### config.mk
export PLATFORM = sky130hd
export DESIGN_NAME = diff_drive_odometry_integrator
export DESIGN_NICKNAME = d
export VERILOG_FILES = /design/src/ddoi_pkg.sv /design/src/ddoi_mac.sv /design/src/ddoi_cordic.sv /design/src/diff_drive_odometry_integrator.sv
export SDC_FILE = /design/constraint.sdc
export NUM_CORES = 2
export LEC_CHECK = 0
export ABC_AREA = 1
export BUFFER_PORTS_ARGS = -buffer_cell sky130_fd_sc_hd__clkbuf_2
export CAP_MARGIN = 0
export CORE_AREA = 2 2 454 456
export DETAILED_ROUTE_END_ITERATION = 8
export DIE_AREA = 0 0 456 458
export SLEW_MARGIN = 10
export SYNTH_ARGS = -nofsm -noshare
export SYNTH_HDL_FRONTEND = slang
export SYNTH_SLANG_ARGS = --single-unit
### constraint.sdc
create_clock -name clk -period 19.05 [get_ports clk]
set_input_delay 2.8575 -clock clk [delete_from_list [all_inputs] [get_ports clk]]
set_output_delay 2.8575 -clock clk [all_outputs]
set_load 0.03 [all_outputs]
### src/ddoi_pkg.sv
// ddoi_pkg: shared types, constants and helpers for the odometry integrator.
// Used by ddoi_mac, ddoi_cordic and diff_drive_odometry_integrator.
package ddoi_pkg;

	localparam int CORDIC_STEPS_DEF = 24;
	localparam int FRAC_BITS_DEF    = 16;

	// accumulator of the shared multiplier, holds the widest product with margin
	localparam int ACC_W = 88;

	// 2^31 / pi, rounded
	localparam logic [29:0] RAD_TO_BAM = 30'd683565276;
	// CORDIC start vector, 1/K in Q30
	localparam logic signed [32:0] CORDIC_GAIN = 33'sd652032874;

	localparam logic [23:0] INV_WB_RESET  = 24'd72018;
	localparam logic [7:0]  FWD_THR_RESET = 8'd127;

	typedef enum logic [0:0] {
		REG_INV_WHEELBASE     = 1'b0,
		REG_FORWARD_THRESHOLD = 1'b1
	} reg_idx_t;

	typedef enum logic [2:0] {
		S_IDLE,
		S_MUL,
		S_DRAIN,
		S_POST,
		S_CORDIC,
		S_PUSH
	} state_t;

	typedef enum logic [2:0] {
		OP_WZ,
		OP_R,
		OP_BAM,
		OP_VX,
		OP_VY,
		OP_PX,
		OP_PY
	} op_t;

	typedef enum logic [1:0] {
		SH_0,
		SH_16,
		SH_27,
		SH_43
	} sh_sel_t;

	typedef struct packed {
		logic    issue;
		logic    first;
		sh_sel_t sh;
	} mac_ctrl_t;

	typedef struct packed {
		logic [30:0] right_speed;
		logic [30:0] left_speed;
		logic [7:0]  right_command;
		logic [7:0]  left_command;
		logic [20:0] elapsed_time;
	} tick_t;

	typedef struct packed {
		logic signed [47:0] pos_x;
		logic signed [47:0] pos_y;
		logic [31:0]        heading_angle;
		logic signed [31:0] vel_x_avg;
		logic signed [31:0] vel_y_avg;
		logic signed [31:0] turn_rate_avg;
	} pose_t;

	// arctangent of 2^-i as binary angle, truncated
	function automatic logic [31:0] atan_bam(input logic [4:0] i);
		logic [31:0] r;
		case (i)
			5'd0:  r = 32'h20000000;
			5'd1:  r = 32'h12E4051E;
			5'd2:  r = 32'h09FB385B;
			5'd3:  r = 32'h051111D4;
			5'd4:  r = 32'h028B0D43;
			5'd5:  r = 32'h0145D7E1;
			5'd6:  r = 32'h00A2F61E;
			5'd7:  r = 32'h00517C55;
			5'd8:  r = 32'h0028BE53;
			5'd9:  r = 32'h00145F2F;
			5'd10: r = 32'h000A2F98;
			5'd11: r = 32'h000517CC;
			5'd12: r = 32'h00028BE6;
			5'd13: r = 32'h000145F3;
			5'd14: r = 32'h0000A2F9;
			5'd15: r = 32'h0000517C;
			5'd16: r = 32'h000028BE;
			5'd17: r = 32'h0000145F;
			5'd18: r = 32'h00000A2F;
			5'd19: r = 32'h00000517;
			5'd20: r = 32'h0000028B;
			5'd21: r = 32'h00000145;
			5'd22: r = 32'h000000A2;
			5'd23: r = 32'h00000051;
			5'd24: r = 32'h00000028;
			5'd25: r = 32'h00000014;
			5'd26: r = 32'h0000000A;
			5'd27: r = 32'h00000005;
			5'd28: r = 32'h00000002;
			5'd29: r = 32'h00000001;
			default: r = 32'h00000000;
		endcase
		return r;
	endfunction

	function automatic logic signed [31:0] sat32(input logic signed [ACC_W-1:0] v);
		logic [ACC_W-32:0] hi_bits;
		hi_bits = v[ACC_W-1:31];
		if (hi_bits == '0 || hi_bits == '1) begin
			return v[31:0];
		end
		return v[ACC_W-1] ? 32'h8000_0000 : 32'h7FFF_FFFF;
	endfunction

	function automatic logic signed [47:0] sat48(input logic signed [49:0] v);
		logic [2:0] hi_bits;
		hi_bits = v[49:47];
		if (hi_bits == '0 || hi_bits == '1) begin
			return v[47:0];
		end
		return v[49] ? 48'h8000_0000_0000 : 48'h7FFF_FFFF_FFFF;
	endfunction

endpackage

### src/ddoi_mac.sv
// ddoi_mac: shared 35x17 signed multiplier with registered product and a
// shifting accumulator. Depends on ddoi_pkg.
module ddoi_mac import ddoi_pkg::*; (
	input  logic                    clk,
	input  logic                    arst_n,
	input  mac_ctrl_t               ctrl,
	input  logic signed [34:0]      a,
	input  logic signed [16:0]      b,
	output logic signed [ACC_W-1:0] acc
);

	logic                    v_s1;
	logic                    first_s1;
	sh_sel_t                 sh_s1;
	logic signed [51:0]      pp_s1;
	logic signed [ACC_W-1:0] ext;
	logic signed [ACC_W-1:0] addend;
	logic signed [ACC_W-1:0] acc_q;

	always_ff @(posedge clk or negedge arst_n) begin
		if (!arst_n) begin
			v_s1 <= 1'b0;
		end else begin
			v_s1 <= ctrl.issue;
		end
	end

	always_ff @(posedge clk) begin
		pp_s1    <= a * b;
		first_s1 <= ctrl.first;
		sh_s1    <= ctrl.sh;
		if (v_s1) begin
			acc_q <= (first_s1 ? '0 : acc_q) + addend;
		end
	end

	assign ext = {{(ACC_W-52){pp_s1[51]}}, pp_s1};

	always_comb begin
		case (sh_s1)
			SH_0:    addend = ext;
			SH_16:   addend = ext <<< 16;
			SH_27:   addend = ext <<< 27;
			SH_43:   addend = ext <<< 43;
			default: addend = ext;
		endcase
	end

	assign acc = acc_q;

endmodule

### src/ddoi_cordic.sv
// ddoi_cordic: rotation-mode CORDIC, one micro-rotation per cycle, giving
// sine and cosine of a binary angle in Q30. Depends on ddoi_pkg.
module ddoi_cordic import ddoi_pkg::*; #(
	parameter int CORDIC_STEPS = CORDIC_STEPS_DEF
) (
	input  logic               clk,
	input  logic               arst_n,
	input  logic               start,
	input  logic [31:0]        angle,
	output logic               busy,
	output logic signed [32:0] sn,
	output logic signed [32:0] cs
);

	localparam int IW = $clog2(CORDIC_STEPS);
	localparam logic [IW-1:0] LAST = IW'(CORDIC_STEPS - 1);

	logic               run_q;
	logic [IW-1:0]      i_q;
	logic signed [32:0] x_q, y_q, z_q;
	logic               flip_q;
	logic               flip_c;
	logic [31:0]        fold_c;
	logic signed [32:0] xs, ys, at;

	// second and third quarter fold onto the first and fourth
	assign flip_c = angle[31] ^ angle[30];
	assign fold_c = {angle[31] ^ flip_c, angle[30:0]};

	assign xs = x_q >>> i_q;
	assign ys = y_q >>> i_q;
	assign at = {1'b0, atan_bam(5'(i_q))};

	always_ff @(posedge clk or negedge arst_n) begin
		if (!arst_n) begin
			run_q <= 1'b0;
			i_q   <= '0;
		end else if (start) begin
			run_q <= 1'b1;
			i_q   <= '0;
		end else if (run_q) begin
			i_q <= i_q + 1'b1;
			if (i_q == LAST) begin
				run_q <= 1'b0;
			end
		end
	end

	always_ff @(posedge clk) begin
		if (start) begin
			x_q    <= CORDIC_GAIN;
			y_q    <= '0;
			z_q    <= {fold_c[31], fold_c};
			flip_q <= flip_c;
		end else if (run_q) begin
			if (!z_q[32]) begin
				x_q <= x_q - ys;
				y_q <= y_q + xs;
				z_q <= z_q - at;
			end else begin
				x_q <= x_q + ys;
				y_q <= y_q - xs;
				z_q <= z_q + at;
			end
		end
	end

	assign busy = run_q;
	assign sn   = flip_q ? -y_q : y_q;
	assign cs   = flip_q ? -x_q : x_q;

endmodule

### src/diff_drive_odometry_integrator.sv
// diff_drive_odometry_integrator: top level, sequencer and pose state.
// Depends on ddoi_pkg, ddoi_mac and ddoi_cordic.
//
//  channel | direction | handshake              | payload
//  --------+-----------+------------------------+----------------------------
//  tick    | in        | tick_valid/tick_ready  | tick_t: wheel speeds, cmds, dt
//  pose    | out       | pose_valid/pose_ready  | pose_t: x, y, heading, avgs
//  cfg     | in        | cfg_we, no wait        | cfg_index, cfg_data
//
// A transaction runs from acceptance to the result entering the output register
// through the sixteen passes of the shared multiplier and the CORDIC rotation,
// which takes one micro-rotation per cycle.
// tick_ready is high only while the sequencer is idle; a waiting result sits in
// the output register, so the next tick may be taken while pose is stalled, and
// that tick finishes only once the register has been emptied.
// Reset clears the pose state, the velocity history and the registers to their
// defaults; there is no clearing pass.
module diff_drive_odometry_integrator import ddoi_pkg::*; #(
	parameter int CORDIC_STEPS = CORDIC_STEPS_DEF,
	parameter int FRAC_BITS    = FRAC_BITS_DEF
) (
	input  logic        clk,
	input  logic        arst_n,
	input  logic        cfg_we,
	input  logic [0:0]  cfg_index,
	input  logic [23:0] cfg_data,
	input  logic        tick_valid,
	output logic        tick_ready,
	input  tick_t       tick,
	output logic        pose_valid,
	input  logic        pose_ready,
	output pose_t       pose
);

	state_t state_q, state_d;
	op_t    op_q, next_op;
	logic [1:0] k_q, last_k;

	logic [23:0] inv_wb_q;
	logic [7:0]  fwd_thr_q;

	// latched tick
	logic signed [32:0] d_q;     // vr - vl
	logic signed [31:0] v_q;     // linear speed
	logic [20:0]        dt_q;

	// intermediates of the current tick
	logic signed [31:0] wz_q, vx_q, vy_q;
	logic signed [53:0] r_q;     // dt * turn-rate sum

	// persistent state
	logic [31:0]        heading_q;
	logic signed [47:0] x_acc_q, y_acc_q;
	logic signed [31:0] last_wz_q, last_vx_q, last_vy_q;

	pose_t pose_q;
	logic  pose_valid_q;

	// accept-side speed forming
	logic               accept;
	logic [31:0]        rmag, lmag;
	logic signed [31:0] vr, vl;
	logic signed [32:0] d_c, s_c;

	logic signed [32:0] wsum, xsum, ysum;

	// shared unit wiring
	mac_ctrl_t               mac_ctrl;
	logic signed [34:0]      mac_a;
	logic signed [16:0]      mac_b;
	logic signed [ACC_W-1:0] acc;
	logic signed [16:0]      dt_chunk;
	logic signed [32:0]      vel_src;

	logic               cor_start, cor_busy;
	logic signed [32:0] sn, cs;

	// result extraction
	logic signed [ACC_W-1:0] acc_f, acc_bam, acc_30, acc_21;
	logic [31:0]             heading_new;
	logic signed [47:0]      pos_base, pos_new;
	logic                    load_pose;

	assign accept = tick_valid && tick_ready;

	assign rmag = {1'b0, tick.right_speed};
	assign lmag = {1'b0, tick.left_speed};
	assign vr   = (tick.right_command > fwd_thr_q) ? rmag : -rmag;
	assign vl   = (tick.left_command > fwd_thr_q) ? lmag : -lmag;
	assign d_c  = {vr[31], vr} - {vl[31], vl};
	assign s_c  = {vr[31], vr} + {vl[31], vl};

	assign wsum = {last_wz_q[31], last_wz_q} + {wz_q[31], wz_q};
	assign xsum = {last_vx_q[31], last_vx_q} + {vx_q[31], vx_q};
	assign ysum = {last_vy_q[31], last_vy_q} + {vy_q[31], vy_q};

	assign acc_f   = acc >>> FRAC_BITS;
	assign acc_bam = acc >>> (FRAC_BITS + 21);
	assign acc_30  = acc >>> 30;
	assign acc_21  = acc >>> 21;

	assign heading_new = heading_q + acc_bam[31:0];
	assign pos_base    = (op_q == OP_PX) ? x_acc_q : y_acc_q;
	assign pos_new     = sat48({{2{pos_base[47]}}, pos_base}
	                           + {{17{acc_21[32]}}, acc_21[32:0]});

	assign load_pose = (state_q == S_PUSH) && (!pose_valid_q || pose_ready);

	// heading product is split four ways, the others two
	assign last_k = (op_q == OP_BAM) ? 2'd3 : 2'd1;

	always_comb begin
		case (op_q)
			OP_WZ:   next_op = OP_R;
			OP_R:    next_op = OP_BAM;
			OP_BAM:  next_op = OP_VX;
			OP_VX:   next_op = OP_VY;
			OP_VY:   next_op = OP_PX;
			OP_PX:   next_op = OP_PY;
			OP_PY:   next_op = OP_WZ;
			default: next_op = OP_WZ;
		endcase
	end

	// next state
	always_comb begin
		state_d = state_q;
		case (state_q)
			S_IDLE: begin
				if (tick_valid) state_d = S_MUL;
			end
			S_MUL: begin
				if (k_q == last_k) state_d = S_DRAIN;
			end
			S_DRAIN: begin
				state_d = S_POST;
			end
			S_POST: begin
				if (op_q == OP_BAM)     state_d = S_CORDIC;
				else if (op_q == OP_PY) state_d = S_PUSH;
				else                    state_d = S_MUL;
			end
			S_CORDIC: begin
				if (!cor_busy) state_d = S_MUL;
			end
			S_PUSH: begin
				if (!pose_valid_q || pose_ready) state_d = S_IDLE;
			end
			default: state_d = S_IDLE;
		endcase
	end

	// sequencer outputs and operand selection
	always_comb begin
		tick_ready     = (state_q == S_IDLE);
		cor_start      = (state_q == S_POST) && (op_q == OP_BAM);
		mac_ctrl.issue = (state_q == S_MUL);
		mac_ctrl.first = (k_q == 2'd0);
		mac_ctrl.sh    = k_q[0] ? SH_16 : SH_0;
		dt_chunk       = k_q[0] ? {12'b0, dt_q[20:16]} : {1'b0, dt_q[15:0]};
		vel_src        = (op_q == OP_VY) ? cs : sn;
		mac_a          = '0;
		mac_b          = '0;
		case (op_q)
			OP_WZ: begin
				mac_a = {{2{d_q[32]}}, d_q};
				mac_b = k_q[0] ? {9'b0, inv_wb_q[23:16]} : {1'b0, inv_wb_q[15:0]};
			end
			OP_R: begin
				mac_a = {{2{wsum[32]}}, wsum};
				mac_b = dt_chunk;
			end
			OP_BAM: begin
				// r split at bit 27, constant at bit 16
				mac_a = k_q[1] ? {{8{r_q[53]}}, r_q[53:27]} : {8'b0, r_q[26:0]};
				mac_b = k_q[0] ? {3'b0, RAD_TO_BAM[29:16]} : {1'b0, RAD_TO_BAM[15:0]};
				case (k_q)
					2'd0:    mac_ctrl.sh = SH_0;
					2'd1:    mac_ctrl.sh = SH_16;
					2'd2:    mac_ctrl.sh = SH_27;
					default: mac_ctrl.sh = SH_43;
				endcase
			end
			OP_VX, OP_VY: begin
				mac_a = {{2{vel_src[32]}}, vel_src};
				mac_b = k_q[0] ? {v_q[31], v_q[31:16]} : {1'b0, v_q[15:0]};
			end
			OP_PX: begin
				mac_a = {{2{xsum[32]}}, xsum};
				mac_b = dt_chunk;
			end
			OP_PY: begin
				mac_a = {{2{ysum[32]}}, ysum};
				mac_b = dt_chunk;
			end
			default: begin
				mac_a = '0;
				mac_b = '0;
			end
		endcase
	end

	// control and persistent state
	always_ff @(posedge clk or negedge arst_n) begin
		if (!arst_n) begin
			state_q      <= S_IDLE;
			op_q         <= OP_WZ;
			k_q          <= '0;
			inv_wb_q     <= INV_WB_RESET;
			fwd_thr_q    <= FWD_THR_RESET;
			heading_q    <= '0;
			x_acc_q      <= '0;
			y_acc_q      <= '0;
			last_wz_q    <= '0;
			last_vx_q    <= '0;
			last_vy_q    <= '0;
			pose_valid_q <= 1'b0;
		end else begin
			state_q <= state_d;

			if (cfg_we) begin
				case (cfg_index)
					REG_INV_WHEELBASE:     inv_wb_q  <= cfg_data;
					REG_FORWARD_THRESHOLD: fwd_thr_q <= cfg_data[7:0];
					default: ;
				endcase
			end

			if (accept) begin
				op_q <= OP_WZ;
				k_q  <= '0;
			end else if (state_q == S_MUL && k_q != last_k) begin
				k_q <= k_q + 2'd1;
			end else if (state_q == S_POST) begin
				op_q <= next_op;
				k_q  <= '0;
			end

			if (state_q == S_POST) begin
				case (op_q)
					OP_BAM:  heading_q <= heading_new;
					OP_PX:   x_acc_q   <= pos_new;
					OP_PY:   y_acc_q   <= pos_new;
					default: ;
				endcase
			end

			// history moves on as the result leaves for the output register
			if (load_pose) begin
				last_wz_q    <= wz_q;
				last_vx_q    <= vx_q;
				last_vy_q    <= vy_q;
				pose_valid_q <= 1'b1;
			end else if (pose_ready) begin
				pose_valid_q <= 1'b0;
			end
		end
	end

	// datapath holding registers
	always_ff @(posedge clk) begin
		if (accept) begin
			d_q  <= d_c;
			v_q  <= s_c[32:1];
			dt_q <= tick.elapsed_time;
		end
		if (state_q == S_POST) begin
			case (op_q)
				OP_WZ:   wz_q <= sat32(acc_f);
				OP_R:    r_q  <= acc[53:0];
				OP_VX:   vx_q <= sat32(acc_30);
				OP_VY:   vy_q <= sat32(acc_30);
				default: ;
			endcase
		end
		if (load_pose) begin
			pose_q.pos_x         <= x_acc_q;
			pose_q.pos_y         <= y_acc_q;
			pose_q.heading_angle <= heading_q;
			pose_q.vel_x_avg     <= xsum[32:1];
			pose_q.vel_y_avg     <= ysum[32:1];
			pose_q.turn_rate_avg <= wsum[32:1];
		end
	end

	ddoi_mac u_mac (
		.clk    (clk),
		.arst_n (arst_n),
		.ctrl   (mac_ctrl),
		.a      (mac_a),
		.b      (mac_b),
		.acc    (acc)
	);

	ddoi_cordic #(
		.CORDIC_STEPS (CORDIC_STEPS)
	) u_cordic (
		.clk    (clk),
		.arst_n (arst_n),
		.start  (cor_start),
		.angle  (heading_new),
		.busy   (cor_busy),
		.sn     (sn),
		.cs     (cs)
	);

	assign pose_valid = pose_valid_q;
	assign pose       = pose_q;

	// a new tick always starts with the turn-rate product
	a_accept_start: assert property (@(posedge clk) disable iff (!arst_n)
		accept |=> (state_q == S_MUL && op_q == OP_WZ))
		else $error("tick accepted without starting the turn-rate product");

	// a result appears only out of the push step
	a_pose_from_push: assert property (@(posedge clk) disable iff (!arst_n)
		$rose(pose_valid) |-> $past(state_q == S_PUSH))
		else $error("pose raised outside the push step");

	// the rotator runs only while the sequencer waits for it
	a_cordic_owned: assert property (@(posedge clk) disable iff (!arst_n)
		cor_busy |-> (state_q == S_CORDIC))
		else $error("cordic busy outside its step");

	// results are read only after the product pipeline has drained
	a_post_after_drain: assert property (@(posedge clk) disable iff (!arst_n)
		(state_q == S_POST) |-> $past(state_q == S_DRAIN))
		else $error("post step without drain");

	// velocity history holds while a result is stalled
	a_history_hold: assert property (@(posedge clk) disable iff (!arst_n)
		(pose_valid && !pose_ready) |=> ($stable(last_vx_q) && $stable(last_wz_q)))
		else $error("history moved while pose stalled");

endmodule

==> results.yml <==
finish:
  utilization_pct: 48.8
  syn_to_final_growth_pct: 9.16
  layout_commonest_cell: "nand2_1"
  final_cell_mix: "nand2_1, inv_1, nor2_1"
  multi_input_area_sq_um: 55700
  drive_gt1_share_pct: 7.25
  n_fill_cell: 20508
  seq_area_sq_um: 26700
  nets: 13385
  layoutNonFillerInstCount: 14926
sta:
  fin_crit_sh_pct: 55.6
  fin_crit_ns: 10.58
  fin_setup_tns_ns: 0
  rsz0062_at_grt: "false"
  worst_slack_ns: 8.47
  max_slew.worst_pin.slew_ns: 1.33
  slew-limit-headroom_pct: 10.8
  hold_violations: 0
  max_freq_mhz: 94.5
  finalSetupViolations: 0
  maxSlewViolCount: 0
  fin_worst_skew_ns: 0.0898
setup_path:
  criticalPathCategory: "reg -> reg"
  critPathArrivalTime_ns: 11.22
  crit_path_frequent_cell: "fa_1"
  cp-start-kind: "flip-flop"
  worstPathRequired_ns: 19.69
  worst_r2r_endpoint: "u_mac.pp_s1[47]"
  worst-path-buf-inv: 7
  ff2ff_path_depth: 30
  cp_max_fo: 18
  crit_path_max_incr_delay_ns: 1.16
  worst_setup_path_end_kind: "flip-flop"
  crit_family: "adder cells"
  r2r_slack_ns: 8.47
  cp_slowest_cell: "clkinv_1"
  r2r_start: "op_q[2]"
yosys:
  ys_seq_area_share_pct: 29.3
  ys_warn_count: 0
  syn_area_per_cell_sq_um: 7.64
  synth-edff-count: 582
  synth_seq_cells: 975
  yosys.area.top_type: "edfxtp_1"
  synth_fp_nets: 13197
  synth_top_area_share_pct: 19.2
  synth_flop_cell: "edfxtp_1"
  synth_area_leaders: "edfxtp_1, fa_1, nand2_1"
  async_flop_share_pct: 27.9
  ys_types: 82
  synthCells: 11939
  netlist_area_sq_um: 91200
clocking:
  clock-root-buffer: "clkbuf_16"
  cts.clk_slew.worst_paths_ns: 0.07
  hold_buffers: 0
  cts_buffer_depth: 3
  cts_resized: 0
  cts_buffers: 115
  cts_tree: "built"
  clk_latency_ns: 0.84
  htreeDepth: 3
  cts_sinks: 975
  cts_setup_buffers: 0
placed_design:
  gp_congestion: 1.04
  place.port_buffers: 354
  dp.final_hpwl_um: 306000
  dpl.cell_count: 14698
  dpl_worst_slack_ns: 8.77
global_routing:
  grt_usage_pct: 35.1
  grt_pass1_wl_um: 546000
  antenna_found_initial: 26
  grt_pass1_vias: 82702
  grt_max_degree: 156
  grt_overflow: 0
job:
  maxCapViolCount: 0
floorplan:
  dieArea_sq_um: 209000
  die_x_um: 456
  core_region_area_sq_um: 204000
  ios: 355
  fp-row-count: 166
  die_y_um: 458
  start_util_pct: 44.7
detailed_routing:
  routed-via-count: 84446
  wl_per_cell_um: 24.9
  wirelength_um: 372000
  drt_iter0_markers: 9203
  viasPerCell: 5.66
  ant_nets: 0
  drc: 0
  drt_first_pass_iters: 7
min_path:
  hold_depth: 2
  hp-class: "reg -> reg"
  hold_end: "last_wz_q[21]"
  hp-start: "wz_q[21]"
outcome:
  status: "finished, final reports clean"
==> layer usage <==
metal / vias up / wire (um) / GRT usage, %
met5: - / 134 / 0
met4: 18 / 18100 / 14.5
met3: 709 / 29200 / 5.63
met2: 3640 / 165000 / 55.1
met1: 40920 / 159000 / 48.1
li1: 39159 / - / -
==> worst max-delay path by stage <==
stage	start	to	slack, ns	depth (start not counted)
6_report	op_q[2]	u_mac.pp_s1[47]	8.47	30
5_1_grt	op_q[2]	u_mac.pp_s1[43]	8.09	29
4_1_cts	op_q[2]	u_mac.pp_s1[43]	8.69	29
3_5_place_dp	op_q[2]	u_mac.pp_s1[43]	8.77	29
3_3_place_gp	op_q[2]	u_mac.pp_s1[43]	8.84	29
2_1_floorplan	pose_ready	pose[0]	8.85	4
==> worst register-to-register path: cells and delay by family (launching register included) <==
| family | cells | cell delay, ns |
|---|---|---|
| adders and majority gates | 7 | 3.33 |
| and+or+nand+nor | 7 | 2.65 |
| AOI/OAI and AO/OA | 8 | 1.92 |
| buffers and inverters | 7 | 1.88 |
| DFF | 1 | 0.50 |
| xor gates and xnor gates | 1 | 0.13 |
==> logic make-up after synthesis <==
| kind of cell | count (synthesis) | share of synthesized area [%] |
|---|---|---|
| adders and majority gates | 1129 | 20.1 |
| DFF | 975 | 29.3 |
| AOI/OAI and AO/OA | 2140 | 13.4 |
| xor gates and xnor gates | 562 | 5.40 |
| and+or+nand+nor | 4854 | 22.0 |
| buffers and inverters | 2267 | 9.73 |
| muxes | 12 | 0.148 |
==> Yosys cell counts (26+ instances only) <==
cell type	count
buf_6	26
a31oi_1	239
nor4_1	37
nand4_1	87
dfrtp_1	258
inv_1	1847
buf_2	67
a221oi_1	33
clkbuf_1	244
o22ai_1	31
ha_1	572
o21a_1	66
fa_1	557
o21ai_0	575
a21o_1	34
edfxtp_1	582
buf_1	26
and2_1	31
o21ai_1	64
o211ai_1	40
nand2_1	2623
xnor2_1	176
nor3_1	119
dfxtp_1	121
nand3_1	522
nor2_1	1293
nand2_2	27
o21bai_1	28
a21oi_1	856
xor2_1	386
==> flip-flops by register name, summed over array words and instances, names as in the netlist, 33 cells and up <==
signal,flops
x_acc_q,48
pose,224
u_cordic.z_q,33
y_acc_q,48
u_cordic.y_q,33
r_q,54
u_mac.acc,88
d_q,33
u_cordic.x_q,33
u_mac.pp_s1,52
==> layout make-up <==
cell class                 instances  area share (%)
sequential                       975            26.9
multi-input combinational       8697            56.0
clock inverter                    90            1.05
antenna                            8          0.0201
clock buffer                     130            3.02
timing repair buffer             453            2.55
inverter                        1885            7.12
tap                             2688            3.38
==> stage by stage <==
stage / hold WS (ns) / cell area [sq um]
after floorplan: 0.426 / 91200
after global placement: 0.457 / 95500
after detailed placement: 0.463 / 95500
after CTS: 0.429 / 99500
after global routing: 0.461 / 99500
final: 0.446 / 99500
Power is not shown: default switching activity piles up to over one toggle a cycle in this logic, so the estimate is an artifact.
